`src/hw/rtl/proq_pkg.sv`:
```
package proq_pkg;

  // Widths of the request and result fields
  localparam int FUNC_BITS   = 2;
  localparam int POLICY_BITS = 2;
  localparam int STATUS_BITS = 2;
  localparam int FIELD_PAGE_BITS = 16;
  localparam int FIELD_OCC_BITS  = 5;

  // Request functions
  typedef enum logic [FUNC_BITS-1:0] {
    FUNC_INSERT = 2'd0,
    FUNC_REFER  = 2'd1,
    FUNC_REMOVE = 2'd2,
    FUNC_NOP    = 2'd3
  } func_t;

  // Replacement policies (code 3 falls back to FIFO)
  localparam logic [POLICY_BITS-1:0] POLICY_FIFO = 2'd0;
  localparam logic [POLICY_BITS-1:0] POLICY_LRU  = 2'd1;
  localparam logic [POLICY_BITS-1:0] POLICY_LFU  = 2'd2;

  // Result status codes
  localparam logic [STATUS_BITS-1:0] STATUS_OK    = 2'd0;
  localparam logic [STATUS_BITS-1:0] STATUS_MISS  = 2'd1;
  localparam logic [STATUS_BITS-1:0] STATUS_FULL  = 2'd2;
  localparam logic [STATUS_BITS-1:0] STATUS_EMPTY = 2'd3;

  // Which cell leaves its place during a shift
  typedef enum logic [1:0] {
    RSEL_NONE  = 2'd0,  // nothing leaves
    RSEL_HIT   = 2'd1,  // the first cell that matched
    RSEL_FREE  = 2'd2,  // the first empty cell (plain insert)
    RSEL_FRONT = 2'd3   // the head cell
  } rsel_t;

  // Control broadcast from the sequencer to every cell
  typedef struct packed {
    logic  search;  // compare cycle: mark first match
    logic  apply;   // shift cycle: commit next values
    rsel_t r_sel;
    logic  k_en;    // an entry is written somewhere
    logic  g_en;    // place by use count (LFU)
  } proq_ctl_t;

endpackage

```
`src/hw/rtl/proq_cell.sv`:
```
module proq_cell #(
  parameter int IDX        = 0,
  parameter int PAGE_BITS  = 16,
  parameter int COUNT_BITS = 16,
  parameter int OCC_BITS   = 5
) (
  input  logic                  clk,
  input  logic                  rst,
  input  proq_pkg::proq_ctl_t   ctl,
  input  logic [OCC_BITS-1:0]   occ,
  input  logic [PAGE_BITS-1:0]  key_page,
  input  logic [COUNT_BITS-1:0] key_count,
  input  logic [PAGE_BITS-1:0]  left_page,
  input  logic [COUNT_BITS-1:0] left_count,
  input  logic [PAGE_BITS-1:0]  right_page,
  input  logic [COUNT_BITS-1:0] right_count,
  input  logic                  right_is_k,
  input  logic                  r_seen_in,
  input  logic                  k_seen_in,
  input  logic                  ka_in,
  output logic                  r_seen_out,
  output logic                  k_seen_out,
  output logic                  ka_out,
  output logic                  is_k,
  output logic [COUNT_BITS-1:0] hit_count,
  output logic [PAGE_BITS-1:0]  page,
  output logic [COUNT_BITS-1:0] count,
  output logic [PAGE_BITS-1:0]  page_next
);
  import proq_pkg::*;

  localparam logic [OCC_BITS-1:0] SLOT = OCC_BITS'(IDX);

  typedef enum logic [1:0] {
    SRC_KEEP  = 2'd0,
    SRC_LEFT  = 2'd1,
    SRC_RIGHT = 2'd2,
    SRC_NEW   = 2'd3
  } src_t;

  logic                  valid;
  logic                  mark;
  logic                  r_cand;
  logic                  is_r;
  logic                  g;
  logic                  k_cand;
  logic                  ka;
  src_t                  src;
  logic [COUNT_BITS-1:0] count_next;

  // Slots below the occupancy hold pages
  assign valid = (SLOT < occ);

  // Candidate for the leaving cell
  always_comb begin
    if (ctl.search) begin
      r_cand = valid && (page == key_page);
    end else begin
      case (ctl.r_sel)
        RSEL_HIT:   r_cand = mark;
        RSEL_FREE:  r_cand = !valid;
        RSEL_FRONT: r_cand = 1'b1;
        default:    r_cand = 1'b0;
      endcase
    end
  end

  assign is_r       = r_cand && !r_seen_in;
  assign r_seen_out = r_seen_in || r_cand;
  assign hit_count  = is_r ? count : '0;

  // Insertion point: first live entry with a larger count, else first free slot
  assign g          = ctl.g_en && valid && (count > key_count) && !is_r;
  assign k_cand     = ctl.k_en && (g || !valid);
  assign is_k       = k_cand && !k_seen_in;
  assign k_seen_out = k_seen_in || k_cand;

  // Insertion point lies ahead of the leaving cell
  assign ka     = ka_in || (is_k && !r_seen_in);
  assign ka_out = ka;

  // Source of this cell's next entry
  always_comb begin
    if (ka) begin
      if (is_k) begin
        src = SRC_NEW;
      end else if (!r_seen_in) begin
        src = SRC_LEFT;
      end else begin
        src = SRC_KEEP;
      end
    end else if (r_seen_in || is_r) begin
      if (right_is_k) begin
        src = SRC_NEW;
      end else if (!(k_seen_in || is_k)) begin
        src = SRC_RIGHT;
      end else begin
        src = SRC_KEEP;
      end
    end else begin
      src = SRC_KEEP;
    end
  end

  always_comb begin
    case (src)
      SRC_LEFT: begin
        page_next  = left_page;
        count_next = left_count;
      end
      SRC_RIGHT: begin
        page_next  = right_page;
        count_next = right_count;
      end
      SRC_NEW: begin
        page_next  = key_page;
        count_next = key_count;
      end
      default: begin
        page_next  = page;
        count_next = count;
      end
    endcase
  end

  // Entry storage
  always_ff @(posedge clk) begin
    if (ctl.apply) begin
      page  <= page_next;
      count <= count_next;
    end
  end

  // First-match mark from the compare cycle
  always_ff @(posedge clk) begin
    if (rst) begin
      mark <= 1'b0;
    end else if (ctl.search) begin
      mark <= is_r;
    end
  end

endmodule

```
`src/hw/rtl/page_replacement_order_queue_unit.sv`:
```
// Page replacement order queue: an ordered row of FRAMES cells holding resident
// pages, the head cell being the next victim, ordered FIFO, LRU or LFU as set
// by the policy register (write it only while the block is idle). Each request
// runs as a compare cycle, in which every cell matches the page against its
// own entry at once, and then a shift cycle, in which every cell takes its
// neighbour's entry, the new entry or keeps its own. The result lands in an
// output register; the next request is taken during the shift cycle when that
// register is free or being emptied; no request is taken during a compare cycle.
// Misses, inserts into a full table and removals from an empty one are flagged
// in status and leave the table as is.
module page_replacement_order_queue_unit #(
  parameter int FRAMES     = 16,
  parameter int PAGE_BITS  = 16,
  parameter int COUNT_BITS = 16
) (
  input  logic                                  clk,
  input  logic                                  rst,
  input  logic                                  cfg_we,
  input  logic [proq_pkg::POLICY_BITS-1:0]      cfg_wdata,
  input  logic                                  in_valid,
  output logic                                  in_stall,
  input  logic [proq_pkg::FUNC_BITS-1:0]        func,
  input  logic [proq_pkg::FIELD_PAGE_BITS-1:0]  page_number,
  output logic                                  out_valid,
  input  logic                                  out_stall,
  output logic [proq_pkg::STATUS_BITS-1:0]      status,
  output logic [proq_pkg::FIELD_PAGE_BITS-1:0]  removed_page,
  output logic                                  front_valid,
  output logic [proq_pkg::FIELD_PAGE_BITS-1:0]  front_page,
  output logic [proq_pkg::FIELD_OCC_BITS-1:0]   occupancy
);
  import proq_pkg::*;

  localparam int OCC_BITS = $clog2(FRAMES + 1);
  localparam logic [OCC_BITS-1:0]   OCC_FULL  = OCC_BITS'(FRAMES);
  localparam logic [OCC_BITS-1:0]   OCC_ONE   = OCC_BITS'(1);
  localparam logic [COUNT_BITS-1:0] COUNT_ONE = COUNT_BITS'(1);
  localparam logic [COUNT_BITS-1:0] COUNT_MAX = '1;

  typedef enum logic [2:0] {
    ST_IDLE   = 3'b001,
    ST_SEARCH = 3'b010,
    ST_APPLY  = 3'b100
  } state_t;

  state_t                 state;
  state_t                 state_next;
  logic [POLICY_BITS-1:0] policy;
  func_t                  req_func;
  logic [PAGE_BITS-1:0]   req_key;
  logic [OCC_BITS-1:0]    occ;
  logic [OCC_BITS-1:0]    occ_next;
  logic                   hit_any;
  logic [COUNT_BITS-1:0]  cnt_key;
  logic [COUNT_BITS-1:0]  cnt_key_next;
  logic [COUNT_BITS-1:0]  hit_cnt;
  logic [STATUS_BITS-1:0] status_next;
  proq_ctl_t              ctl;
  logic                   out_free;
  logic                   apply_go;
  logic                   accept;
  logic [31:0]            key_wide;
  logic [31:0]            removed_wide;
  logic [31:0]            front_wide;
  logic [31:0]            occ_wide;
  logic [PAGE_BITS-1:0]   removed_val;
  logic [PAGE_BITS-1:0]   front_val;

  logic [PAGE_BITS-1:0]  cell_page      [FRAMES];
  logic [COUNT_BITS-1:0] cell_count     [FRAMES];
  logic [PAGE_BITS-1:0]  cell_page_next [FRAMES];
  logic [COUNT_BITS-1:0] cell_hit_count [FRAMES];
  logic                  cell_is_k      [FRAMES+1];
  logic                  r_chain        [FRAMES+1];
  logic                  k_chain        [FRAMES+1];
  logic                  ka_chain       [FRAMES+1];

  // Handshake
  assign out_free = !out_valid || !out_stall;
  assign apply_go = (state == ST_APPLY) && out_free;
  assign in_stall = !((state == ST_IDLE) || apply_go);
  assign accept   = in_valid && !in_stall;

  assign key_wide = 32'(page_number);

  // Row of cells
  assign r_chain[0]  = 1'b0;
  assign k_chain[0]  = 1'b0;
  assign ka_chain[0] = 1'b0;
  assign cell_is_k[FRAMES] = ctl.k_en && !k_chain[FRAMES];

  for (genvar i = 0; i < FRAMES; i++) begin : g_cell
    logic [PAGE_BITS-1:0]  lp;
    logic [COUNT_BITS-1:0] lc;
    logic [PAGE_BITS-1:0]  rp;
    logic [COUNT_BITS-1:0] rc;

    if (i == 0) begin : g_head
      assign lp = '0;
      assign lc = '0;
    end else begin : g_mid
      assign lp = cell_page[i-1];
      assign lc = cell_count[i-1];
    end

    if (i == FRAMES - 1) begin : g_tail
      assign rp = '0;
      assign rc = '0;
    end else begin : g_body
      assign rp = cell_page[i+1];
      assign rc = cell_count[i+1];
    end

    proq_cell #(
      .IDX        (i),
      .PAGE_BITS  (PAGE_BITS),
      .COUNT_BITS (COUNT_BITS),
      .OCC_BITS   (OCC_BITS)
    ) u_cell (
      .clk         (clk),
      .rst         (rst),
      .ctl         (ctl),
      .occ         (occ),
      .key_page    (req_key),
      .key_count   (cnt_key),
      .left_page   (lp),
      .left_count  (lc),
      .right_page  (rp),
      .right_count (rc),
      .right_is_k  (cell_is_k[i+1]),
      .r_seen_in   (r_chain[i]),
      .k_seen_in   (k_chain[i]),
      .ka_in       (ka_chain[i]),
      .r_seen_out  (r_chain[i+1]),
      .k_seen_out  (k_chain[i+1]),
      .ka_out      (ka_chain[i+1]),
      .is_k        (cell_is_k[i]),
      .hit_count   (cell_hit_count[i]),
      .page        (cell_page[i]),
      .count       (cell_count[i]),
      .page_next   (cell_page_next[i])
    );
  end

  // Count of the first match (one-hot, so an OR picks it)
  always_comb begin
    hit_cnt = '0;
    for (int i = 0; i < FRAMES; i++) begin
      hit_cnt = hit_cnt | cell_hit_count[i];
    end
  end

  // References count only under LFU; LRU carries the count unchanged
  always_comb begin
    if (req_func == FUNC_REFER) begin
      if (policy == POLICY_LFU && hit_cnt != COUNT_MAX) begin
        cnt_key_next = hit_cnt + COUNT_ONE;
      end else begin
        cnt_key_next = hit_cnt;
      end
    end else begin
      cnt_key_next = COUNT_ONE;
    end
  end

  // Decode of the shift
  always_comb begin
    ctl.search  = (state == ST_SEARCH);
    ctl.apply   = apply_go;
    ctl.r_sel   = RSEL_NONE;
    ctl.k_en    = 1'b0;
    ctl.g_en    = 1'b0;
    status_next = STATUS_OK;
    occ_next    = occ;
    case (req_func)
      FUNC_INSERT: begin
        if (occ == OCC_FULL) begin
          status_next = STATUS_FULL;
        end else begin
          ctl.r_sel = RSEL_FREE;
          ctl.k_en  = 1'b1;
          ctl.g_en  = (policy == POLICY_LFU);
          occ_next  = occ + OCC_ONE;
        end
      end
      FUNC_REFER: begin
        if (!hit_any) begin
          status_next = STATUS_MISS;
        end else if (policy == POLICY_LRU || policy == POLICY_LFU) begin
          ctl.r_sel = RSEL_HIT;
          ctl.k_en  = 1'b1;
          ctl.g_en  = (policy == POLICY_LFU);
        end
      end
      FUNC_REMOVE: begin
        if (occ == '0) begin
          status_next = STATUS_EMPTY;
        end else begin
          ctl.r_sel = RSEL_FRONT;
          occ_next  = occ - OCC_ONE;
        end
      end
      default: begin
      end
    endcase
  end

  assign removed_val  = (req_func == FUNC_REMOVE && occ != '0) ? cell_page[0] : '0;
  assign front_val    = (occ_next != '0) ? cell_page_next[0] : '0;
  assign removed_wide = 32'(removed_val);
  assign front_wide   = 32'(front_val);
  assign occ_wide     = 32'(occ_next);

  // Sequencer
  always_comb begin
    state_next = state;
    unique case (state)
      ST_IDLE:   if (accept) state_next = ST_SEARCH;
      ST_SEARCH: state_next = ST_APPLY;
      ST_APPLY: begin
        if (apply_go) begin
          state_next = accept ? ST_SEARCH : ST_IDLE;
        end
      end
      default:   state_next = ST_IDLE;
    endcase
  end

  always_ff @(posedge clk) begin
    if (rst) begin
      state <= ST_IDLE;
    end else begin
      state <= state_next;
    end
  end

  // Policy register
  always_ff @(posedge clk) begin
    if (rst) begin
      policy <= POLICY_FIFO;
    end else if (cfg_we) begin
      policy <= cfg_wdata;
    end
  end

  // Request capture
  always_ff @(posedge clk) begin
    if (rst) begin
      req_func <= FUNC_NOP;
    end else if (accept) begin
      req_func <= func_t'(func);
    end
  end

  always_ff @(posedge clk) begin
    if (accept) begin
      req_key <= key_wide[PAGE_BITS-1:0];
    end
  end

  // Compare-cycle results
  always_ff @(posedge clk) begin
    if (rst) begin
      hit_any <= 1'b0;
    end else if (ctl.search) begin
      hit_any <= r_chain[FRAMES];
    end
  end

  always_ff @(posedge clk) begin
    if (ctl.search) begin
      cnt_key <= cnt_key_next;
    end
  end

  // Occupancy
  always_ff @(posedge clk) begin
    if (rst) begin
      occ <= '0;
    end else if (apply_go) begin
      occ <= occ_next;
    end
  end

  // Result register
  always_ff @(posedge clk) begin
    if (rst) begin
      out_valid <= 1'b0;
    end else if (apply_go) begin
      out_valid <= 1'b1;
    end else if (!out_stall) begin
      out_valid <= 1'b0;
    end
  end

  always_ff @(posedge clk) begin
    if (apply_go) begin
      status       <= status_next;
      removed_page <= removed_wide[FIELD_PAGE_BITS-1:0];
      front_valid  <= (occ_next != '0);
      front_page   <= front_wide[FIELD_PAGE_BITS-1:0];
      occupancy    <= occ_wide[FIELD_OCC_BITS-1:0];
    end
  end

  // Checks
  a_accept_search: assert property (@(posedge clk) disable iff (rst)
    accept |=> state == ST_SEARCH)
    else $error("accepted request did not start a compare cycle");

  a_search_apply: assert property (@(posedge clk) disable iff (rst)
    state == ST_SEARCH |=> state == ST_APPLY)
    else $error("compare cycle not followed by shift cycle");

  a_occ_hold: assert property (@(posedge clk) disable iff (rst)
    !apply_go |=> $stable(occ))
    else $error("occupancy changed outside a shift cycle");

  a_full_flag: assert property (@(posedge clk) disable iff (rst)
    apply_go && req_func == FUNC_INSERT && occ == OCC_FULL
      |=> out_valid && status == STATUS_FULL && $stable(occ))
    else $error("insert into full table not flagged");

endmodule
```
`config.mk`:
```
export PLATFORM = sky130hd
export DESIGN_NAME = page_replacement_order_queue_unit
export DESIGN_NICKNAME = d
export VERILOG_FILES = /design/src/hw/rtl/proq_pkg.sv /design/src/hw/rtl/proq_cell.sv /design/src/hw/rtl/page_replacement_order_queue_unit.sv
export SDC_FILE = /design/constraint.sdc
export NUM_CORES = 2
export LEC_CHECK = 0
export ABC_CLOCK_PERIOD_IN_PS = 37300
export BUFFER_PORTS_ARGS = -buffer_cell sky130_fd_sc_hd__buf_4
export CORE_MARGIN = 2
export CORE_UTILIZATION = 55
export CTS_CLUSTER_DIAMETER = 200
export DETAILED_ROUTE_END_ITERATION = 10
export GPL_TIMING_DRIVEN = 0
export PLACE_DENSITY = 0.82
export SLEW_MARGIN = 10
export SYNTH_ARGS = -nofsm -noshare
export SYNTH_HDL_FRONTEND = slang
export SYNTH_HIERARCHICAL = 1
export SYNTH_SLANG_ARGS = --single-unit
export TNS_END_PERCENT = 20
```
`constraint.sdc`:
```
create_clock -name clk -period 37.3 [get_ports clk]
set_input_delay 5.595 -clock clk [delete_from_list [all_inputs] [get_ports clk]]
set_output_delay 5.595 -clock clk [all_outputs]
set_load 0.01 [all_outputs]
```
==> results.cfg <==
[floorplan]
row_count = 109
ios = 67
die_x_um = 302
start_util = 0.555
die_area_um2 = 91400
core_um2 = 88200
die_h_um = 302

[drt]
ant_nets = 0
vias = 42500
drt-initial-drc-count = 6717
drc = 0
drtPass1Iterations = 9
drt-vias-per-instance = 6.79
drt-total-wl_um = 154000
wire_per_inst_um = 24.6

[sta]
fin_skew_ns = 0.0278
relSlewSlack = 0.130
hold_viol_final = 0
fin_crit_sh = 0.356
rsz0062_at_grt = no
setup-violations-final = 0
period_minus_slack_ns = 13.27
clock.fmax_mhz = 75.4
worst_slack_ns = 24.03
finalMaxSlewViolations = 0
worst_pin_slew_ns = 1.31

[critical_path]
ff2ff_path_depth = 50
critPathKind = reg2reg
worstReg2RegEnd = cnt_key[2]$_SDFFCE_PP0P_
r2r-start = occ[1]$_SDFFE_PP0P_
max_stage_delay_ns = 0.67
startpoint_type = register
cp_slowest_cell = dfxtp_1
crit_fanout = 22
cpMostUsedCell = inv_1
cp-end-kind = register
required_ns = 37.68
worstPathArrival_ns = 13.65
rrSetupSlack_ns = 24.03

[power_and_ir_drop]
p_leak_uw = 0.0221
powerDensity_nw_per_um2 = 33.2
ir_worst_vdd_mv = 0.0273
p_total_uw = 1820

[layout]
fin_area_um2 = 54800
n_antenna_cell = 0
final_core_util = 0.621
layout_common_cells = edfxtp_1, inv_1, nand2_1
final_common_cell = edfxtp_1
area_growth_pct = 12.0
final_nets = 5321
drive_gt1_frac = 0.148
final_cells = 6260

[grt]
grt-ovfl-total = 0
grt_use_total = 0.329
grt_pass1_vias = 40300
grt_pass1_wl_um = 236000
grt_max_degree = 35
antenna_found_initial = 2

[cts]
ctsLongestPathBuffers = 3
path_clk_slew_ns = 0.07
cts.repair.resized = 0
hold_buffers = 0
cts_htree_levels = 3
insertion_delay_ns = 0.64
cts-root-buf = clkbuf_16
tritoncts = built
clkSinkCount = 614
cts-buffers-inserted = 72
post_cts_buffers = 0

[synthesis]
yosysWarnings = 6
synth_area_per_cell_um2 = 10.3
mappedNetlistArea_um2 = 49000
syn_inst = 4736

[place]
dp_slack_ns = 24.52
dp_hpwl_um = 117000
place_inst = 6124
place_area_um2 = 52400
gp_congestion = 0.983
io_buffers = 66

[job]
cap_violations = 0

[min_path]
whs_endpoint = g_cell[7].u_cell/mark$_SDFFE_PP0P_
hp-class = reg2reg
hold_depth = 2
min-delay-start = g_cell[7].u_cell/mark$_SDFFE_PP0P_

[run_status]
outcome = finished, final reports clean
==> layer usage <==
layer,part of all wire,up-vias,track usage,routed length (um)
met5,0,-,0,0
met4,0.044,0,0.139,6810
met3,0.12,412,0.0628,19100
met2,0.43,3016,0.488,66600
met1,0.40,20500,0.470,61700
li1,-,18600,-,-
==> registers in the layout (all words and copies together), names as in the netlist, 2 cells and up <==
register             cells
front_page              16
g_cell.u_cell/count    256
req_key                 16
status                   2
g_cell.u_cell/page     256
occ                      5
policy                   2
removed_page            16
g_cell.u_cell/mark      16
cnt_key                 16
req_func                 2
state                    3
occupancy                5
==> power by group <==
| group | total [uW] | switching, uW | internal (uW) |
|---|---|---|---|
| Sequential | 773 | 9.18 | 764 |
| Combinational | 311 | 180 | 131 |
| Clock | 738 | 316 | 421 |
==> layout make-up <==
class,instances,area (um^2)
Fill cell,6811,33400
Tap cell,1165,1460
Sequential cell,614,18100
Clock buffer,86,1850
Timing Repair Buffer,144,1660
Inverter,411,1540
Buffer,240,1510
Multi-Input combinational cell,3552,28200
Clock inverter,48,515
==> worst max-delay path by stage <==
stage / from / endpoint / slack (ns) / cells after the start
after global routing: occ[1]$_SDFFE_PP0P_ / cnt_key[2]$_SDFFCE_PP0P_ / 22.94 / 49
after CTS: occ[1]$_SDFFE_PP0P_ / cnt_key[2]$_SDFFCE_PP0P_ / 24.47 / 50
after global placement: out_stall / g_cell[9].u_cell/count[9]$_DFFE_PP_ / -4.07 / 5
after floorplan: out_stall / g_cell[9].u_cell/count[0]$_DFFE_PP_ / 7.38 / 4
after detailed placement: occ[1]$_SDFFE_PP0P_ / cnt_key[2]$_SDFFCE_PP0P_ / 24.52 / 50
final: occ[1]$_SDFFE_PP0P_ / cnt_key[2]$_SDFFCE_PP0P_ / 24.03 / 50
==> metrics by stage <==
| stage | TNS [ns] | hold WS (ns) |
|---|---|---|
| 2_1_floorplan | 0 | 0.441 |
| 3_3_place_gp | -1009.71 | 0.458 |
| 3_5_place_dp | 0 | 0.464 |
| 4_1_cts | 0 | 0.475 |
| 5_1_grt | 0 | 0.522 |
| 6_report | 0 | 0.470 |
==> worst max-delay path, delay by kind of cell (launching register included) <==
kind | cells | cell delay [ns]
adders and majority gates | 1 | 0.25
muxes | 1 | 0.17
buffers and inverters | 12 | 2.85
DFF | 1 | 0.67
AOI/OAI and AO/OA | 21 | 5.50
and+or+nand+nor | 15 | 3.52
(Power assumes the default switching activity.)
